===== src/sv/frsl_pkg.sv =====
// ----------------------------------------------------------------------------
// frsl_pkg
// Shared types and constants for the fractional slew-rate limiter.
// ----------------------------------------------------------------------------
`default_nettype none

package frsl_pkg;

  // Field widths
  localparam int unsigned ValW  = 16;
  localparam int unsigned IncW  = 17;
  localparam int unsigned CfgW  = 15;
  localparam int unsigned IdxW  = 2;

  // Configuration register indexes
  typedef enum logic [IdxW-1:0] {
    CFG_RUN_LENGTH     = 2'd0,
    CFG_BASE_INCREMENT = 2'd1,
    CFG_STEP_REMAINDER = 2'd2
  } cfg_idx_e;

  // Reset values of the configuration registers
  localparam logic [CfgW-1:0] RunLengthRst     = 15'd1;
  localparam logic [CfgW-1:0] BaseIncrementRst = 15'd0;
  localparam logic [CfgW-1:0] StepRemainderRst = 15'd0;

  // Rate settings seen by the step logic
  typedef struct packed {
    logic [CfgW-1:0] run_length;
    logic [CfgW-1:0] base_increment;
    logic [CfgW-1:0] step_remainder;
  } cfg_t;

endpackage

`default_nettype wire


===== src/sv/frsl_cfg.sv =====
// ----------------------------------------------------------------------------
// frsl_cfg
// Configuration registers of the slew-rate limiter, written by index.
// ----------------------------------------------------------------------------
`default_nettype none

module frsl_cfg import frsl_pkg::*; (
  input  wire logic            clk_i,
  input  wire logic            rst_ni,
  input  wire logic            cfg_we_i,
  input  wire logic [IdxW-1:0] cfg_idx_i,
  input  wire logic [CfgW-1:0] cfg_data_i,
  output cfg_t                 cfg_o
);

  cfg_t cfg_q;

  // Update the addressed register; drop writes to unused indexes
  always_ff @(posedge clk_i or negedge rst_ni) begin
    if (!rst_ni) begin
      cfg_q.run_length     <= RunLengthRst;
      cfg_q.base_increment <= BaseIncrementRst;
      cfg_q.step_remainder <= StepRemainderRst;
    end else if (cfg_we_i) begin
      unique case (cfg_idx_i)
        CFG_RUN_LENGTH:     cfg_q.run_length     <= cfg_data_i;
        CFG_BASE_INCREMENT: cfg_q.base_increment <= cfg_data_i;
        CFG_STEP_REMAINDER: cfg_q.step_remainder <= cfg_data_i;
        default: ;
      endcase
    end
  end

  assign cfg_o = cfg_q;

endmodule

`default_nettype wire


===== src/sv/frsl_step.sv =====
// ----------------------------------------------------------------------------
// frsl_step
// Combinational step computation: error accumulator update, rollover,
// clamp to the remaining distance and sign of the increment.
// ----------------------------------------------------------------------------
`default_nettype none

module frsl_step import frsl_pkg::*; (
  input  wire logic signed [ValW-1:0] cur_i,
  input  wire logic signed [ValW-1:0] tgt_i,
  input  wire logic        [ValW-1:0] err_i,
  input  cfg_t                        cfg_i,
  output logic             [IncW-1:0] incr_o,
  output logic             [ValW-1:0] err_o
);

  logic signed [IncW-1:0] diff;
  logic                   up;
  logic        [IncW-1:0] mag;
  logic signed [17:0]     err_x;
  logic signed [17:0]     rem_x;
  logic signed [17:0]     run_x;
  logic signed [17:0]     acc;
  logic                   roll;
  logic signed [17:0]     acc_adj;
  logic        [ValW-1:0] step;
  logic        [IncW-1:0] step_c;
  logic                   clamp;

  // Exact difference and direction
  assign diff = IncW'(tgt_i) - IncW'(cur_i);
  assign up   = !diff[IncW-1] && (diff != '0);
  assign mag  = up ? diff : (IncW'(0) - diff);

  // Accumulate the remainder and test for rollover
  assign err_x = 18'($signed(err_i));
  assign rem_x = $signed({3'b000, cfg_i.step_remainder});
  assign run_x = $signed({3'b000, cfg_i.run_length});
  assign acc   = up ? (err_x + rem_x) : (err_x - rem_x);
  assign roll  = up ? (acc >= run_x) : (acc <= (18'sd0 - run_x));
  assign acc_adj = roll ? (up ? (acc - run_x) : (acc + run_x)) : acc;

  // Base step plus the extra unit on rollover
  assign step = {1'b0, cfg_i.base_increment} + ValW'(roll);

  // Clamp to the remaining distance and clear the error near the target
  assign clamp  = mag <= {1'b0, step};
  assign step_c = clamp ? mag : {1'b0, step};
  assign err_o  = clamp ? '0 : acc_adj[ValW-1:0];
  assign incr_o = up ? step_c : (IncW'(0) - step_c);

endmodule

`default_nettype wire


===== src/sv/fractional_slew_rate_limiter.sv =====
// ----------------------------------------------------------------------------
// fractional_slew_rate_limiter
// Returns a signed step from the current value toward the target value at
// an average rate of rise/run per transaction, with Bresenham-style error
// accumulation and a clamp to the remaining distance.
// ----------------------------------------------------------------------------
//  channel  | handshake            | payload
//  ---------+----------------------+----------------------------------
//  in       | in_valid_i/in_stall_o | current_value_i, target_value_i
//  out      | out_valid_o/out_stall_i | increment_o
//  config   | cfg_we_i             | cfg_idx_i, cfg_data_i
//
// Each transaction is captured in the input register and leaves through
// the result register, one transaction per cycle unless the output stalls.
// The error accumulator is updated as a transaction moves into the result
// register, so the next one sees it without a bubble.
// Reset clears the valid flags and error accumulator, and sets the reset rates.
// A stall on the output holds the result register, then the input register.
// ----------------------------------------------------------------------------
`default_nettype none

module fractional_slew_rate_limiter import frsl_pkg::*; (
  input  wire logic                   clk_i,
  input  wire logic                   rst_ni,
  input  wire logic                   cfg_we_i,
  input  wire logic        [IdxW-1:0] cfg_idx_i,
  input  wire logic        [CfgW-1:0] cfg_data_i,
  input  wire logic                   in_valid_i,
  output logic                        in_stall_o,
  input  wire logic signed [ValW-1:0] current_value_i,
  input  wire logic signed [ValW-1:0] target_value_i,
  output logic                        out_valid_o,
  input  wire logic                   out_stall_i,
  output logic signed      [IncW-1:0] increment_o
);

  cfg_t                   cfg;
  logic                   s1_valid_q;
  logic signed [ValW-1:0] cur_q;
  logic signed [ValW-1:0] tgt_q;
  logic                   out_valid_q;
  logic        [IncW-1:0] incr_q;
  logic        [IncW-1:0] incr_d;
  logic        [ValW-1:0] err_q;
  logic        [ValW-1:0] err_d;
  logic                   out_adv;
  logic                   s1_fire;
  logic                   in_acc;

  frsl_cfg u_cfg (
    .clk_i      (clk_i),
    .rst_ni     (rst_ni),
    .cfg_we_i   (cfg_we_i),
    .cfg_idx_i  (cfg_idx_i),
    .cfg_data_i (cfg_data_i),
    .cfg_o      (cfg)
  );

  frsl_step u_step (
    .cur_i  (cur_q),
    .tgt_i  (tgt_q),
    .err_i  (err_q),
    .cfg_i  (cfg),
    .incr_o (incr_d),
    .err_o  (err_d)
  );

  // Pipeline advance control
  assign out_adv    = !out_valid_q || !out_stall_i;
  assign s1_fire    = s1_valid_q && out_adv;
  assign in_stall_o = s1_valid_q && !out_adv;
  assign in_acc     = in_valid_i && !in_stall_o;

  // Valid flags and error accumulator
  always_ff @(posedge clk_i or negedge rst_ni) begin
    if (!rst_ni) begin
      s1_valid_q  <= 1'b0;
      out_valid_q <= 1'b0;
      err_q       <= '0;
    end else begin
      s1_valid_q <= in_acc || (s1_valid_q && !out_adv);
      if (out_adv) begin
        out_valid_q <= s1_valid_q;
      end
      if (s1_fire) begin
        err_q <= err_d;
      end
    end
  end

  // Capture the input transaction
  always_ff @(posedge clk_i) begin
    if (in_acc) begin
      cur_q <= current_value_i;
      tgt_q <= target_value_i;
    end
  end

  // Load the result register
  always_ff @(posedge clk_i) begin
    if (s1_fire) begin
      incr_q <= incr_d;
    end
  end

  assign out_valid_o = out_valid_q;
  assign increment_o = $signed(incr_q);

endmodule

`default_nettype wire


===== config.mk =====
export PLATFORM = sky130hd
export DESIGN_NAME = fractional_slew_rate_limiter
export DESIGN_NICKNAME = d
export VERILOG_FILES = /design/src/sv/frsl_pkg.sv /design/src/sv/frsl_cfg.sv /design/src/sv/frsl_step.sv /design/src/sv/fractional_slew_rate_limiter.sv
export SDC_FILE = /design/constraint.sdc
export NUM_CORES = 1
export LEC_CHECK = 0
export BUFFER_PORTS_ARGS = -buffer_cell sky130_fd_sc_hd__buf_4
export CAP_MARGIN = 20
export CORE_MARGIN = 1
export CORE_UTILIZATION = 36
export CTS_CLUSTER_SIZE = 24
export DETAILED_ROUTE_END_ITERATION = 12
export GPL_TIMING_DRIVEN = 0
export PLACE_DENSITY = 0.51
export SYNTH_ARGS = -nofsm -noshare
export SYNTH_HDL_FRONTEND = slang
export SYNTH_SLANG_ARGS = --single-unit

===== constraint.sdc =====
create_clock -name clk_i -period 11.2 [get_ports clk_i]
set_clock_uncertainty 0.2 [all_clocks]
set_input_delay 1.12 -clock clk_i [delete_from_list [all_inputs] [get_ports clk_i]]
set_output_delay 1.12 -clock clk_i [all_outputs]
set_load 0.02 [all_outputs]

==> impl_metrics.yaml, run 1 <==
drt:
  post_drt_wl_per_cell_microns: 17.9
  routed_wl_microns: 27900
  drt_first_pass_iters: 8
  via_per_inst: 5.44
  drc: 4
  ant_nets: 0
  drt-initial-drc-count: 493
  num_vias: 8479
synthesis:
  ys_warn_count: 0
  synthCells: 1084
  yosysSeqAreaShare_pct: 31.4
  ys_async_sr_fraction_pct: 56.3
  synth_top_area_share_pct: 16.0
  syn_avg_cell_area_sq_um: 8.95
  synth_area_leaders: "dfrtp_1, edfxtp_1, ha_1"
  yosysTopAreaCell: "dfrtp_1"
  synth_edf_count: 49
  synthesis.nets: 1240
  synth_area_sq_um: 9700
  ys_ff_latch: 112
  synth.distinct_cells: 71
  synth_ff_type: "dfrtp_1"
sta:
  period_share_pct: 97.4
  setup_tns_ns: 0
  hold_viol: 0
  max_slew.worst_pin.slew_ns: 0.972
  setup_violations: 0
  period_needed_ns: 10.91
  rsz0062_at_grt: "yes"
  timing.fmax_ghz: 0.0917
  final_max_slew_viol_count: 0
  max_slew_margin_pct: 35.1
placement:
  place_area_sq_um: 10700
  portBuffers: 72
  hpwl_microns: 21300
  gp_congestion: 0.910
global_routing:
  antenna_found_initial: 0
  grt_pass1_wl_microns: 44400
  track_usage_pct: 20.4
  grt_pass1_vias: 8082
  grt_overflow_total: 0
  grt_max_degree: 64
critical_path:
  rr_endpoint: "increment_o[16]"
  cp.arrival_ns: 10.83
  cp_slowest_stage_delay_ns: 0.55
  end_kind: "flop"
  critPathLaunch: "tgt_q[6]"
  rr_startpoint: "tgt_q[6]"
  criticalPathCategory: "flop to flop"
  crit_path_top_delay_cell: "or4_4"
  worstPathRequired_ns: 11.12
  reg2reg_depth: 53
  crit_path_end: "increment_o[16]"
  critPathLaunchType: "flop"
  path_max_fanout: 6
  r2r_slack_ns: 0.29
pwr:
  p_int_uw: 1850
  leakage_uw: 0.00510
  p_seq_share_pct: 17.6
  combPwrFrac_pct: 72.7
  ir_drop_mv: 0.134
  powerDensity_nw_per_um2: 287
  switchingPower_uw: 1630
  power.clock.fraction_pct: 9.7
  switching_share_pct: 46.9
cells_and_area:
  final_area_sq_um: 12100
  n_antenna_cell: 0
  fin_nets: 1376
  area_growth_pct: 24.8
  drive_gt1_share_pct: 23.8
cts:
  clock_path_buffers: 2
  cts_tree: "yes"
  clock_latency_ns: 0.37
  cts_root_buffer: "clkbuf_16"
  cts_sinks: 112
  cts.reportedPaths.clkPinSlew_ns: 0.09
  cts_buffers: 9
  h-tree-depth: 3
die:
  row_count: 59
  io_pins: 73
  die-area_sq_um: 27600
  die_height_microns: 166
  start_util_pct: 36.9
  core_area_sq_um: 26300
  dieWidth_microns: 166
outcome:
  status: "finished, violations left"
  violations: "design-rule violations"
min_path:
  min_path_cells: 2
  min_path_type: "flop to flop"
job:
  maxCapViolCount: 0
## power by group through the flow
stage / Sequential [uW] / Clock (uW) / Combinational [uW]
floorplan: 634 / 0 / 1570
global placement: 609 / 0 / 2130
detailed placement: 609 / 0 / 2140
CTS: 604 / 351 / 2350
global route: 624 / 365 / 2810
finish: 611 / 338 / 2530
## synth_stat cells (all sizes together) (24+ instances only)
library cell and n:
dfrtp 62, xor2 38, edfxtp 49, clkbuf 27
o21ai 77, xnor2 75, inv 71, nand2 98
nor2 67, nand3 29, a21oi 60, mux2 34
ha 99, nor3 24
## final cells by class
type / instances / area, sq um
inverter: 71 / 269
multi-input combinational: 869 / 6840
buffer: 27 / 215
tap: 335 / 419
clock buffer: 10 / 233
fill: 2597 / 14200
clock inverter: 6 / 71.3
timing repair buffer: 130 / 1010
sequential: 112 / 3050
## sequential cells by signal (all words and copies together) (netlist names)
| signal | flops |
|---|---|
| out_valid_o | 1 |
| err_q | 16 |
| cur_q | 16 |
| u_cfg.cfg_o | 45 |
| s1_valid_q | 1 |
| increment_o | 17 |
| tgt_q | 16 |
## logic make-up (layout without fill, tap and decap cells)
group	Yosys count	in the layout	synth area share [%]
multiplexers	49	49	5.49
AO/OA/AOI/OAI	274	274	18.3
XOR/XNOR	113	113	10.3
adder cells (fa/ha/maj)	102	102	13.4
buffers and inverters	103	244	4.04
AND/OR/NAND/NOR	331	331	17.1
flip-flops	112	112	31.4
## layer usage
metal  up-vias  share of wire (%)  track usage [%]
met4         0                1.7             5.61
met3        26                3.5             2.12
li1       4248                  -                -
met1      4020                 52             30.5
met2       185                 43             30.9
met5         -                  0                0
## worst min path at each step
stage	from	endpoint	slack [ns]
6_report	err_q[7]	err_q[7]	0.29
5_1_grt	s1_valid_q	out_valid_o	0.33
4_1_cts	err_q[7]	err_q[7]	0.30
3_5_place_dp	err_q[7]	err_q[7]	0.28
3_3_place_gp	err_q[7]	err_q[7]	0.27
2_1_floorplan	err_q[11]	err_q[11]	0.26
## metrics by stage
step | power, uW | utilization, % | std cells | worst slack, ns | hold slack [ns]
3_3_place_gp | 2740 | 40.6 | 1491 | -3.20 | 0.275
2_1_floorplan | 2210 | - | 1084 | 0.00661 | 0.256
5_1_grt | 3800 | 46.1 | 1560 | -0.199 | 0.325
4_1_cts | 3300 | 43.7 | 1530 | 0.00160 | 0.296
6_report | 3480 | 46.1 | 1560 | 0.292 | 0.295
3_5_place_dp | 2750 | 40.7 | 1492 | -3.13 | 0.277
## layout by cell type, fill, tap and decap left out, types with 49 or more instances in the layout
master / count
ha_1: 86
inv_1: 69
xnor2_1: 65
o21ai_0: 71
dfrtp_1: 62
a21oi_1: 55
nor2_1: 60
nand2_1: 93
edfxtp_1: 49
buf_4: 127
## worst max-delay path, delay by kind of cell (launching register included)
| kind | cells | cell delay (ns) |
|---|---|---|
| AOI/OAI and AO/OA | 17 | 3.10 |
| xor gates and xnor gates | 3 | 0.52 |
| adders and majority gates | 6 | 1.63 |
| buffers and inverters | 7 | 0.91 |
| DFF | 1 | 0.43 |
| and+or+nand+nor | 20 | 3.85 |
## timing repair
action / in CTS / in global routing
buffers inserted: 25 / 32
hold buffers: 0 / 0
resized for setup: 68 / 80
pin swaps: 25 / 48
endpoints found under the setup margin: 33 / 33
Power figures use the tool's default switching activity.
==> inputs of run 2 (changes only) <==
--- a/config.mk
+++ b/config.mk
@@ -8,11 +8,11 @@
 export BUFFER_PORTS_ARGS = -buffer_cell sky130_fd_sc_hd__buf_4
 export CAP_MARGIN = 20
 export CORE_MARGIN = 1
-export CORE_UTILIZATION = 36
+export CORE_UTILIZATION = 30
 export CTS_CLUSTER_SIZE = 24
 export DETAILED_ROUTE_END_ITERATION = 12
 export GPL_TIMING_DRIVEN = 0
-export PLACE_DENSITY = 0.51
+export PLACE_DENSITY = 0.44
 export SYNTH_ARGS = -nofsm -noshare
 export SYNTH_HDL_FRONTEND = slang
 export SYNTH_SLANG_ARGS = --single-unit
==> run 2 against run 1 <==
- the run now ends clean
- setup slack improved by 0.12 ns
- first-iteration DRC count down 4.7%
- cell count rose by 3.8%
- sequential share of layout area barely moved
- critical path type unchanged
- largest power group unchanged
==> impl_metrics.yaml, run 2 (synthesized netlist as in run 1, its figures left out) <==
outcome:
  status: "finished clean"
die:
  start_util_pct: 30.6
  die_height_microns: 182
  die-area_sq_um: 33100
  core_area_sq_um: 31700
  dieWidth_microns: 182
  io_pins: 73
  row_count: 65
cells_and_area:
  largest_reg_flops: 45
  multi_input_area_sq_um: 6840
  seq_area_sq_um: 3050
  drive_gt1_share_pct: 22.7
  fin_nets: 1368
  n_antenna_cell: 0
  final_common_cell: "buf_4"
  final_area_sq_um: 12100
  nFillCells: 3278
  area_growth_pct: 25.1
  final_cell_mix: "buf_4, nand2_1, ha_1, o21ai_0, inv_1"
  final_cells: 1619
critical_path:
  crit_path_top_delay_cell: "or4_4"
  critPathLaunchType: "flop"
  path_max_fanout: 8
  criticalPathCategory: "flop to flop"
  cpMostUsedCell: "ha_4"
  cp.arrival_ns: 10.72
  r2r_slack_ns: 0.41
  worstPathRequired_ns: 11.13
  cp_slowest_stage_delay_ns: 0.56
  end_kind: "flop"
sta:
  timing.fmax_ghz: 0.0927
  max_slew_margin_pct: 35.4
  period_share_pct: 96.4
  hold_viol: 0
  period_needed_ns: 10.79
  setup_violations: 0
  final_max_slew_viol_count: 0
  max_slew.worst_pin.slew_ns: 0.968
  fin_ws_ns: 0.408
drt:
  dr.max_layer_used: "met4"
  routed_wl_microns: 29300
  drt-initial-drc-count: 470
  wl_met3_microns: 829
  num_vias: 8468
  drc: 0
  met1_length_microns: 15400
  drt_first_pass_iters: 5
  via_per_inst: 5.23
  ant_nets: 0
  met2_length_microns: 12500
  post_drt_wl_per_cell_microns: 18.1
placement:
  dp_slack_ns: -3.26
  numPlacedInstances: 1559
  hpwl_microns: 22700
  portBuffers: 72
  gp_congestion: 0.869
  place_area_sq_um: 10800
cts:
  hold_buffers: 0
  cts_tree: "yes"
  cts_buffers: 9
  cts_sinks: 112
  clock_path_buffers: 2
  cts_root_buffer: "clkbuf_16"
  h-tree-depth: 3
  clock_latency_ns: 0.38
  cts.reportedPaths.clkPinSlew_ns: 0.09
job:
  maxCapViolCount: 0
pwr:
  ir_drop_mv: 0.108
  powerDensity_nw_per_um2: 290
  power_uw: 3520
  leakage_uw: 0.00509
global_routing:
  grt_overflow_total: 0
  track_usage_pct: 18.0
  grt_pass1_vias: 8145
  antenna_found_initial: 0
  grt_pass1_wl_microns: 46100
  grt_max_degree: 64
min_path:
  min_path_type: "flop to flop"
==> run 2: final timing paths <==
path | start | endpoint | cells after the start
worst min register to register | err_q[8] | err_q[8] | 2
min in group asynchronous | rst_ni | u_cfg.cfg_o[14] | 1
worst min-delay path | err_q[8] | err_q[8] | 2
max in group asynchronous | rst_ni | u_cfg.cfg_o[0] | 1
worst max-delay path | tgt_q[6] | increment_o[16] | 52
worst max register to register | tgt_q[6] | increment_o[16] | 52
==> run 2: layout make-up <==
type / count / area share [%]
inverter: 71 / 2.22
tap: 402 / 4.14
multi-input combinational: 869 / 56.4
clock buffer: 9 / 1.86
sequential: 112 / 25.1
timing repair buffer: 123 / 7.77
buffer: 26 / 1.71
clock inverter: 7 / 0.794
==> run 2: metrics by stage <==
| step | setup TNS [ns] | util [%] | hold slack [ns] |
|---|---|---|---|
| 2_1_floorplan | 0 | - | 0.256 |
| 4_1_cts | 0 | 36.4 | 0.304 |
| 3_3_place_gp | -84.51 | 33.9 | 0.274 |
| 3_5_place_dp | -83.90 | 33.9 | 0.282 |
| 5_1_grt | -0.134 | 38.3 | 0.314 |
| 6_report | 0 | 38.3 | 0.293 |
==> run 2: what timing repair did <==
item	4_1_cts	5_1_grt
endpoints found under the setup margin	33	33
setup buffers	19	31
resized for setup	69	72
pin swaps	20	44
==> run 2: per-layer routing <==
metal | global-route usage [%] | vias up
li1 | - | 4225
met1 | 26.7 | 4059
met2 | 26.8 | 161
met3 | 2.03 | 23
met4 | 5.83 | 0
met5 | 0 | -
==> run 2: report_power, final <==
group / switching [uW] / total [uW] / leakage [uW] / internal [uW]
combinational: 1410 / 2540 / 0.00369 / 1140
sequential: 67.2 / 610 / 0.00124 / 543
clock: 199 / 366 / 0.000156 / 167
total: 1670 / 3520 / 0.00509 / 1850
==> run 2: worst max-delay path: cells and delay by family, from the launching register on <==
| family | cells | cell delay, ns |
|---|---|---|
| AO/OA/AOI/OAI | 17 | 3.21 |
| XOR/XNOR | 3 | 0.47 |
| adder cells (fa/ha/maj) | 6 | 1.57 |
| buffers and inverters | 6 | 0.75 |
| flip-flops | 1 | 0.43 |
| AND/OR/NAND/NOR | 20 | 3.88 |
